$ cat src/rtl/rcsp_pkg.sv
package rcsp_pkg;

	// List stack
	localparam int LIST_DEPTH = 8;
	localparam int CNT_W      = $clog2(LIST_DEPTH + 1);
	localparam int IDX_W      = (LIST_DEPTH > 1) ? $clog2(LIST_DEPTH) : 1;

	// Event queue between front and back
	localparam int QUEUE_DEPTH = 2;
	localparam int QPTR_W      = (QUEUE_DEPTH > 1) ? $clog2(QUEUE_DEPTH) : 1;
	localparam int QCNT_W      = $clog2(QUEUE_DEPTH + 1);

	// Header layout
	localparam logic [3:0]  TAG_LEN        = 4'd4;
	localparam logic [3:0]  CHUNK_HDR_LEN  = 4'd8;
	localparam logic [3:0]  LIST_HDR_LEN   = 4'd12;
	localparam logic [31:0] DATA_OFFSET    = 32'd8;
	localparam logic [31:0] TAG_RIFF       = 32'h4646_4952;
	localparam logic [31:0] TAG_LIST       = 32'h5453_494C;

	typedef enum logic [2:0] {
		EV_FILE     = 3'd0,
		EV_LIST     = 3'd1,
		EV_CHUNK    = 3'd2,
		EV_PAYLOAD  = 3'd3,
		EV_NOT_RIFF = 3'd4
	} event_kind_t;

	typedef struct packed {
		event_kind_t kind;
		logic [31:0] id;
		logic [31:0] size;
		logic [31:0] offset;
		logic [31:0] form;
		logic [31:0] hstart;
		logic [7:0]  pbyte;
		logic        plast;
	} event_t;

	typedef struct packed {
		logic valid;
		logic full;
	} q_status_t;

endpackage

$ cat src/rtl/rcsp_front.sv
module rcsp_front (
	input  logic                clk,
	input  logic                arst_n,
	input  logic                in_valid,
	output logic                in_stall,
	input  logic [7:0]          data_byte,
	input  logic                start_of_file,
	input  logic                cfg_valid,
	output logic                cfg_ready,
	input  logic                emit_payload,
	input  rcsp_pkg::q_status_t q_status,
	output logic                q_push,
	output rcsp_pkg::event_t    q_item
);

	typedef enum logic [3:0] {
		PH_WAIT    = 4'b0001,
		PH_FILE    = 4'b0010,
		PH_HEADER  = 4'b0100,
		PH_PAYLOAD = 4'b1000
	} phase_t;

	phase_t           phase_q, phase_eff, phase_n;
	logic [31:0]      pos_q, pos_eff;
	logic [3:0]       hcnt_q, hcnt_eff, hcnt_inc, hcnt_n;
	logic [31:0]      rem_q, rem_eff, rem_n;
	logic [31:0]      hstart_q, hstart_n;
	logic [95:0]      hbuf_q, hbuf_n;
	logic [31:0]      w0, w1, w2;
	logic             emit_q;
	logic             accept;
	logic             push;
	rcsp_pkg::event_t item;

	assign cfg_ready = 1'b1;
	assign in_stall  = q_status.full;
	assign accept    = in_valid && !q_status.full;

	always_comb begin
		phase_eff = start_of_file ? PH_FILE : phase_q;
		hcnt_eff  = start_of_file ? 4'd0 : hcnt_q;
		pos_eff   = start_of_file ? 32'd0 : pos_q;
		rem_eff   = start_of_file ? 32'd0 : rem_q;
		hcnt_inc  = hcnt_eff + 4'd1;

		hbuf_n = hbuf_q;
		if (hcnt_eff < rcsp_pkg::LIST_HDR_LEN) begin
			hbuf_n[{hcnt_eff, 3'b000} +: 8] = data_byte;
		end
		w0 = hbuf_n[31:0];
		w1 = hbuf_n[63:32];
		w2 = hbuf_n[95:64];

		phase_n  = phase_eff;
		hcnt_n   = hcnt_eff;
		rem_n    = rem_eff;
		hstart_n = hstart_q;
		push     = 1'b0;
		item     = '0;

		unique case (phase_eff)
			PH_WAIT: begin
			end
			PH_FILE: begin
				hcnt_n = hcnt_inc;
				if (hcnt_inc == rcsp_pkg::TAG_LEN && w0 != rcsp_pkg::TAG_RIFF) begin
					push      = 1'b1;
					item.kind = rcsp_pkg::EV_NOT_RIFF;
					phase_n   = PH_WAIT;
					hcnt_n    = 4'd0;
				end else if (hcnt_inc == rcsp_pkg::LIST_HDR_LEN) begin
					push        = 1'b1;
					item.kind   = rcsp_pkg::EV_FILE;
					item.size   = w1;
					item.offset = rcsp_pkg::DATA_OFFSET;
					item.form   = w2;
					phase_n     = PH_HEADER;
					hcnt_n      = 4'd0;
				end
			end
			PH_HEADER: begin
				hcnt_n = hcnt_inc;
				if (hcnt_eff == 4'd0) begin
					hstart_n = pos_eff;
				end
				if (hcnt_inc == rcsp_pkg::CHUNK_HDR_LEN && w0 != rcsp_pkg::TAG_LIST) begin
					push        = 1'b1;
					item.kind   = rcsp_pkg::EV_CHUNK;
					item.id     = w0;
					item.size   = w1;
					item.hstart = hstart_q;
					item.offset = hstart_q + rcsp_pkg::DATA_OFFSET;
					rem_n       = w1;
					phase_n     = (w1 == 32'd0) ? PH_HEADER : PH_PAYLOAD;
					hcnt_n      = 4'd0;
				end else if (hcnt_inc == rcsp_pkg::LIST_HDR_LEN) begin
					push        = 1'b1;
					item.kind   = rcsp_pkg::EV_LIST;
					item.id     = w0;
					item.size   = w1;
					item.form   = w2;
					item.hstart = hstart_q;
					item.offset = hstart_q + rcsp_pkg::DATA_OFFSET;
					hcnt_n      = 4'd0;
				end
			end
			PH_PAYLOAD: begin
				rem_n = rem_eff - 32'd1;
				if (emit_q) begin
					push       = 1'b1;
					item.kind  = rcsp_pkg::EV_PAYLOAD;
					item.pbyte = data_byte;
					item.plast = (rem_n == 32'd0);
				end
				if (rem_n == 32'd0) begin
					phase_n = PH_HEADER;
				end
			end
			default: begin
			end
		endcase
	end

	assign q_push = accept && push;
	assign q_item = item;

	always_ff @(posedge clk or negedge arst_n) begin
		if (!arst_n) begin
			phase_q  <= PH_WAIT;
			pos_q    <= '0;
			hcnt_q   <= '0;
			rem_q    <= '0;
			hstart_q <= '0;
			emit_q   <= 1'b1;
		end else begin
			if (cfg_valid) begin
				emit_q <= emit_payload;
			end
			if (accept) begin
				phase_q  <= phase_n;
				pos_q    <= pos_eff + 32'd1;
				hcnt_q   <= hcnt_n;
				rem_q    <= rem_n;
				hstart_q <= hstart_n;
			end
		end
	end

	always_ff @(posedge clk) begin
		if (accept && (phase_eff == PH_FILE || phase_eff == PH_HEADER)) begin
			hbuf_q <= hbuf_n;
		end
	end

endmodule

$ cat src/rtl/rcsp_queue.sv
module rcsp_queue (
	input  logic                clk,
	input  logic                arst_n,
	input  logic                push,
	input  rcsp_pkg::event_t    push_item,
	input  logic                pop,
	output rcsp_pkg::q_status_t status,
	output rcsp_pkg::event_t    head
);

	rcsp_pkg::event_t                  mem_q [rcsp_pkg::QUEUE_DEPTH];
	logic [rcsp_pkg::QPTR_W-1:0]       wr_ptr_q, rd_ptr_q;
	logic [rcsp_pkg::QCNT_W-1:0]       count_q;

	assign status.valid = (count_q != '0);
	assign status.full  = (count_q == rcsp_pkg::QCNT_W'(rcsp_pkg::QUEUE_DEPTH));
	assign head         = mem_q[rd_ptr_q];

	function automatic logic [rcsp_pkg::QPTR_W-1:0] next_ptr(
		input logic [rcsp_pkg::QPTR_W-1:0] p);
		if (p == rcsp_pkg::QPTR_W'(rcsp_pkg::QUEUE_DEPTH - 1)) begin
			return '0;
		end
		return p + 1'b1;
	endfunction

	always_ff @(posedge clk or negedge arst_n) begin
		if (!arst_n) begin
			wr_ptr_q <= '0;
			rd_ptr_q <= '0;
			count_q  <= '0;
		end else begin
			if (push) begin
				wr_ptr_q <= next_ptr(wr_ptr_q);
			end
			if (pop) begin
				rd_ptr_q <= next_ptr(rd_ptr_q);
			end
			if (push && !pop) begin
				count_q <= count_q + 1'b1;
			end else if (pop && !push) begin
				count_q <= count_q - 1'b1;
			end
		end
	end

	always_ff @(posedge clk) begin
		if (push) begin
			mem_q[wr_ptr_q] <= push_item;
		end
	end

endmodule

$ cat src/rtl/rcsp_back.sv
module rcsp_back (
	input  logic                clk,
	input  logic                arst_n,
	input  rcsp_pkg::q_status_t q_status,
	input  rcsp_pkg::event_t    q_head,
	output logic                q_pop,
	output logic                out_valid,
	input  logic                out_stall,
	output logic [2:0]          event_kind,
	output logic [31:0]         chunk_id,
	output logic [31:0]         chunk_size,
	output logic [31:0]         chunk_offset,
	output logic [31:0]         form_type,
	output logic [3:0]          nest_depth,
	output logic [7:0]          payload_byte,
	output logic                payload_last
);

	typedef enum logic [1:0] {
		ST_TAKE = 2'b01,
		ST_POP  = 2'b10
	} state_t;

	state_t                         state_q, state_n;
	rcsp_pkg::event_t               cur_q;
	logic [31:0]                    cur_end_q;
	logic [rcsp_pkg::CNT_W-1:0]     cnt_q, cnt_n;
	logic [31:0]                    stack_q [rcsp_pkg::LIST_DEPTH];
	logic [rcsp_pkg::IDX_W-1:0]     top_idx, push_idx;
	logic                           ended;
	logic                           out_free;
	logic                           load;
	logic                           push_en;
	logic                           take_hdr;
	rcsp_pkg::event_t               ld_ev;
	logic [3:0]                     ld_nest;
	logic                           out_valid_q;
	rcsp_pkg::event_t               out_ev_q;
	logic [3:0]                     out_nest_q;

	assign out_free = !out_valid_q || !out_stall;
	assign top_idx  = rcsp_pkg::IDX_W'(cnt_q - 1'b1);
	assign push_idx = rcsp_pkg::IDX_W'(cnt_q);
	assign ended    = (cnt_q != '0) && (cur_q.hstart >= stack_q[top_idx]);

	always_comb begin
		state_n  = state_q;
		cnt_n    = cnt_q;
		q_pop    = 1'b0;
		load     = 1'b0;
		push_en  = 1'b0;
		take_hdr = 1'b0;
		ld_ev    = q_head;
		ld_nest  = 4'd0;

		unique case (state_q)
			ST_TAKE: begin
				if (q_status.valid) begin
					if (q_head.kind inside {rcsp_pkg::EV_LIST, rcsp_pkg::EV_CHUNK}) begin
						q_pop    = 1'b1;
						take_hdr = 1'b1;
						state_n  = ST_POP;
					end else if (out_free) begin
						q_pop = 1'b1;
						load  = 1'b1;
						if (q_head.kind inside {rcsp_pkg::EV_FILE, rcsp_pkg::EV_NOT_RIFF}) begin
							cnt_n = '0;
						end
					end
				end
			end
			ST_POP: begin
				if (ended) begin
					cnt_n = cnt_q - 1'b1;
				end else if (out_free) begin
					load    = 1'b1;
					ld_ev   = cur_q;
					ld_nest = 4'(cnt_q);
					state_n = ST_TAKE;
					if (cur_q.kind == rcsp_pkg::EV_LIST &&
					    cnt_q < rcsp_pkg::CNT_W'(rcsp_pkg::LIST_DEPTH)) begin
						push_en = 1'b1;
						cnt_n   = cnt_q + 1'b1;
					end
				end
			end
			default: begin
				state_n = ST_TAKE;
			end
		endcase
	end

	always_ff @(posedge clk or negedge arst_n) begin
		if (!arst_n) begin
			state_q     <= ST_TAKE;
			cnt_q       <= '0;
			out_valid_q <= 1'b0;
		end else begin
			state_q <= state_n;
			cnt_q   <= cnt_n;
			if (load) begin
				out_valid_q <= 1'b1;
			end else if (!out_stall) begin
				out_valid_q <= 1'b0;
			end
		end
	end

	always_ff @(posedge clk) begin
		if (take_hdr) begin
			cur_q     <= q_head;
			cur_end_q <= q_head.offset + q_head.size;
		end
		if (push_en) begin
			stack_q[push_idx] <= cur_end_q;
		end
		if (load) begin
			out_ev_q   <= ld_ev;
			out_nest_q <= ld_nest;
		end
	end

	assign out_valid    = out_valid_q;
	assign event_kind   = out_ev_q.kind;
	assign chunk_id     = out_ev_q.id;
	assign chunk_size   = out_ev_q.size;
	assign chunk_offset = out_ev_q.offset;
	assign form_type    = out_ev_q.form;
	assign nest_depth   = out_nest_q;
	assign payload_byte = out_ev_q.pbyte;
	assign payload_last = out_ev_q.plast;

endmodule

$ cat src/rtl/riff_chunk_stream_parser.sv
// Channel   Direction  Handshake          Request
// in        sink       in_valid/in_stall   data_byte, start_of_file
// out       source     out_valid/out_stall event_kind, chunk_id, chunk_size, chunk_offset,
//                                          form_type, nest_depth, payload_byte, payload_last
// cfg       sink       cfg_valid/cfg_ready emit_payload
//
// The front takes one byte per cycle while the two-entry event queue has room;
// in_stall is high exactly when that queue is full.
// The back moves a payload, file or not-RIFF event from the queue head into the output register when it is free.
// A chunk or list header is taken into a holding register in ST_TAKE; ST_POP then pops every ended list,
// checking the list stack one entry per cycle at its top, before the header is loaded for output.
// Reset is asynchronous and immediate; there is no clearing pass, and the stack
// entries hold nothing meaningful until pushed.
// out_stall holds the output register and the back's loads into it; the queue absorbs short stalls.
module riff_chunk_stream_parser (
	input  logic        clk,
	input  logic        arst_n,
	input  logic        in_valid,
	output logic        in_stall,
	input  logic [7:0]  data_byte,
	input  logic        start_of_file,
	output logic        out_valid,
	input  logic        out_stall,
	output logic [2:0]  event_kind,
	output logic [31:0] chunk_id,
	output logic [31:0] chunk_size,
	output logic [31:0] chunk_offset,
	output logic [31:0] form_type,
	output logic [3:0]  nest_depth,
	output logic [7:0]  payload_byte,
	output logic        payload_last,
	input  logic        cfg_valid,
	output logic        cfg_ready,
	input  logic        emit_payload
);

	rcsp_pkg::q_status_t q_status;
	rcsp_pkg::event_t    q_item;
	rcsp_pkg::event_t    q_head;
	logic                q_push;
	logic                q_pop;

	// Front: assemble header bytes, classify, count payload, drop skipped bytes
	rcsp_front u_front (
		.clk           (clk),
		.arst_n        (arst_n),
		.in_valid      (in_valid),
		.in_stall      (in_stall),
		.data_byte     (data_byte),
		.start_of_file (start_of_file),
		.cfg_valid     (cfg_valid),
		.cfg_ready     (cfg_ready),
		.emit_payload  (emit_payload),
		.q_status      (q_status),
		.q_push        (q_push),
		.q_item        (q_item)
	);

	// Queue: decouple byte intake from stack walking and output stalls
	rcsp_queue u_queue (
		.clk       (clk),
		.arst_n    (arst_n),
		.push      (q_push),
		.push_item (q_item),
		.pop       (q_pop),
		.status    (q_status),
		.head      (q_head)
	);

	// Back: pop ended lists, push new list ends, drive the output register
	rcsp_back u_back (
		.clk          (clk),
		.arst_n       (arst_n),
		.q_status     (q_status),
		.q_head       (q_head),
		.q_pop        (q_pop),
		.out_valid    (out_valid),
		.out_stall    (out_stall),
		.event_kind   (event_kind),
		.chunk_id     (chunk_id),
		.chunk_size   (chunk_size),
		.chunk_offset (chunk_offset),
		.form_type    (form_type),
		.nest_depth   (nest_depth),
		.payload_byte (payload_byte),
		.payload_last (payload_last)
	);

endmodule

$ cat config.mk
export PLATFORM = sky130hd
export DESIGN_NAME = riff_chunk_stream_parser
export DESIGN_NICKNAME = d
export VERILOG_FILES = /design/src/rtl/rcsp_pkg.sv /design/src/rtl/rcsp_front.sv /design/src/rtl/rcsp_queue.sv /design/src/rtl/rcsp_back.sv /design/src/rtl/riff_chunk_stream_parser.sv
export SDC_FILE = /design/constraint.sdc
export NUM_CORES = 2
export LEC_CHECK = 0
export BUFFER_PORTS_ARGS = -buffer_cell sky130_fd_sc_hd__buf_4
export CORE_MARGIN = 2
export CORE_UTILIZATION = 30
export DETAILED_ROUTE_END_ITERATION = 10
export PLACE_DENSITY = 0.51
export SLEW_MARGIN = 20
export SYNTH_ARGS = -nofsm -noshare
export SYNTH_HDL_FRONTEND = slang
export SYNTH_HIERARCHICAL = 1
export SYNTH_SLANG_ARGS = --single-unit
$ cat constraint.sdc
create_clock -name clk -period 16.75 [get_ports clk]
set_input_delay 0.8375 -clock clk [delete_from_list [all_inputs] [get_ports clk]]
set_output_delay 0.8375 -clock clk [all_outputs]
set_load 0.005 [all_outputs]
==> impl_metrics.tcl <==
set metrics [dict create \
    status "finished, final reports clean" \
    power_frac_clock_pct 31.4 \
    synthArstFlopShare_pct 10.0 \
    syn_nets 3435 \
    dr_total_vias 28200 \
    wire_per_inst_microns 21.9 \
    synthTopCellsByCount "edfxtp_1 (1044), nand2_1 (256), mux2_2 (239)" \
    io_buffers 160 \
    r2r-start "u_front/hcnt_q[0]$_DFFE_PN0P_" \
    cp-endpoint "u_queue/mem_q[0][49]$_DFFE_PP_" \
    pwr-share-comb_pct 23.3 \
    drc 0 \
    cp_cell_sequence "nor2b_1, inv_1, ha_1, and4bb_2, o21ai_1, a211o_1, and4b_1, a21boi_4, a21oi_2, buf_4, a31oi_1, nor2b_4, buf_4, buf_4, buf_4" \
    slowest_stage "o21ai_1" \
    syn2layout_area_growth_pct 15.3 \
    p_per_area_nw_per_um2 155 \
    setup_violations 0 \
    hold_violations 0 \
    antenna_left 0 \
    min_period_over_period_pct 46.6 \
    synthCells 3341 \
    rrSetupSlack_ns 8.94 \
    firstDrtPassIters 5 \
    core_sq_um 167000 \
    path_max_fanout 60 \
    seq_area_sq_um 34300 \
    nFillCells 16200 \
    max_stage_delay_ns 0.78 \
    rsz0062_at_grt "false" \
    cts.sink_count 1160 \
    fmax_ghz 0.128 \
    yosysWarnings 6 \
    synth_cell_types 103 \
    dieArea_sq_um 172000 \
    cts_setup_buffers 0 \
    swShare_pct 29.7 \
    vdd_ir_drop_max_uv 103 \
    numCtsBuffers 131 \
    syn_area_sq_um 50600 \
    rows 150 \
    initial_core_util_pct 30.2 \
    grt_pass1_vias 28500 \
    seqPwrFrac_pct 45.3 \
    crit_path_end_kind "flip-flop" \
    crit_arrival_ns 8.17 \
    intPower_mw 6.36 \
    worstPathRequired_ns 17.11 \
    antenna_found_initial 1 \
    clock_skew_ns 0.0286 \
    grt_util_all_layers_pct 14.6 \
    synth_top_area_share_pct 61.9 \
    synth_flop_cell "edfxtp_1" \
    cts_tree "done" \
    clk_latency_ns 0.75 \
    synth-edff-count 1044 \
    ioPinCount 162 \
    synth_largest_area_cell "edfxtp_1" \
    worstSetupPathType "reg2reg" \
    ctsHtreeMaxLevel 4 \
    total_power_mw 9.06 \
    vias_per_cell 4.85 \
    min_path_type "in2reg" \
    cts_root_buf "clkbuf_16" \
    grt-ovfl-total 0 \
    synth.area.top_cells "edfxtp_1 (62%), dfrtp_1 (5.6%), mux2_2 (5.3%)" \
    ys_seq_area_share_pct 67.7 \
    cp-startpoint "u_front/hcnt_q[0]$_DFFE_PN0P_" \
    die_x_microns 415 \
    ys_ff_latch 1160 \
    yosysMostFrequentCell "edfxtp_1" \
    finalSetupTns_ns 0 \
    avgSynthCellArea_sq_um 15.1 \
    dp_hpwl_mm 85.4 \
    fin_nets 3613 \
    fin_crit_ns 7.81 \
    die_h_microns 415 \
    crit_top_cell "buf_4" \
    multi_input_area_sq_um 15200 \
    layout-drive-gt1-share_pct 21.3 \
    grt_max_degree 133 \
    cts_buffer_depth 3 \
    drv_cap 0 \
    p_switching_mw 2.69 \
    p_leak_nw 18.7 \
    place.gp.congestion 0.875 \
    path_clk_slew_ns 0.06 \
    slew_headroom_pct 25.9 \
    reg2reg_depth 15 \
    slew_viol_final 0 \
    critPathLaunchType "flip-flop" \
    drt_iter0_drc 1967 \
    tightest_slew_ns 1.11 \
    grt_pass1_wl_mm 190 \
    rr_endpoint "u_queue/mem_q[0][49]$_DFFE_PP_" \
    wirelength_mm 128 \
]
## cells by family after synthesis
family	after synthesis	share of synthesized area, %
XOR/XNOR	104	1.81
AND/OR/NAND/NOR	858	8.84
adder cells (fa/ha/maj)	79	1.97
multiplexers	451	11.3
other	1	0.00741
flip-flops	1160	67.7
buffers and inverters	234	2.51
AO/OA/AOI/OAI	454	5.83
## layout by cell type (no fill, tap or decap), types with 53 or more instances in the layout
master and count:
edfxtp_1 1044, nand2_1 256, mux2_2 239, buf_4 208, o21ai_0 152, nor2_1 139
clkbuf_16 135, dfrtp_1 111, mux2_1 100, a21oi_1 92, nor2b_1 81, ha_1 77
and2_1 76, inv_1 67, nand3_1 66, mux4_2 64, xnor2_1 53
## flip-flops by register name, summed over array words and instances, names as in the netlist, 8 cells and up
register,flops
u_queue/mem_q,344
u_front/hstart_q,32
u_back/cur_end_q,32
u_back/form_type,32
u_front/hbuf_q,96
u_back/chunk_offset,32
u_front/pos_q,32
u_back/chunk_id,32
u_back/stack_q,256
u_back/payload_byte,8
u_back/chunk_size,32
u_back/cur_q,172
u_front/rem_q,32
## power groups by stage
stage | Clock [mW] | Combinational [mW] | Sequential, mW
2_1_floorplan | 0 | 1.39 | 4.11
3_3_place_gp | 0 | 2.15 | 4.16
3_5_place_dp | 0 | 2.16 | 4.17
4_1_cts | 2.94 | 2.16 | 4.12
5_1_grt | 3.05 | 2.31 | 4.16
6_report | 2.85 | 2.11 | 4.10
## layer usage
layer	up-vias	GRT usage, %	share of wire, %	routed length [microns]
met5	-	0	0	0
met4	0	4.41	2.6	3290
met3	185	2.39	4.1	5280
met2	628	24.5	49	62200
met1	14300	19.3	45	56800
li1	13100	-	-	-
## worst max-delay path, delay by kind of cell (launching register included)
family | cells | cell delay [ns]
simple gates | 4 | 1.35
buf+inv | 5 | 2.64
compound gates | 5 | 2.01
fa+ha+maj | 1 | 0.52
flops | 1 | 0.73
## through the flow
stage	setup WS (ns)	utilization, %	std cells	instance area [sq um]	hold WS [ns]
after floorplan	3.63	-	3341	50600	0.447
after global placement	8.45	32.3	5589	54100	0.462
after detailed placement	8.32	32.3	5589	54100	0.468
after CTS	8.59	34.9	5829	58400	0.300
after global routing	8.30	34.9	5829	58400	0.324
final	8.94	34.9	5830	58400	0.371
## cell type report
class	count	area share, %
sequential	1160	58.7
multi-input combinational	1947	26.1
clock buffer	172	6.13
tap	2204	4.72
timing repair buffer	210	2.73
clock inverter	67	1.19
inverter	69	0.446
antenna	1	0.00429
## how the worst min path moves through the flow
stage,start,end,slack (ns),depth (start not counted)
after floorplan,u_queue/count_q[1]$_DFFE_PN0P_,u_queue/count_q[1]$_DFFE_PN0P_,0.45,1
after global placement,u_queue/count_q[1]$_DFFE_PN0P_,u_queue/count_q[1]$_DFFE_PN0P_,0.46,1
after detailed placement,u_queue/count_q[1]$_DFFE_PN0P_,u_queue/count_q[1]$_DFFE_PN0P_,0.47,1
after CTS,emit_payload,u_front/emit_q$_DFFE_PN1P_,0.30,2
after global routing,emit_payload,u_front/emit_q$_DFFE_PN1P_,0.32,2
final,emit_payload,u_front/emit_q$_DFFE_PN1P_,0.37,2
## timing repair
action,in CTS,in global routing
gates resized for setup,0,0
hold buffers,1,0
endpoints found under the hold margin,8,0
Power figures use the tool's default switching activity.
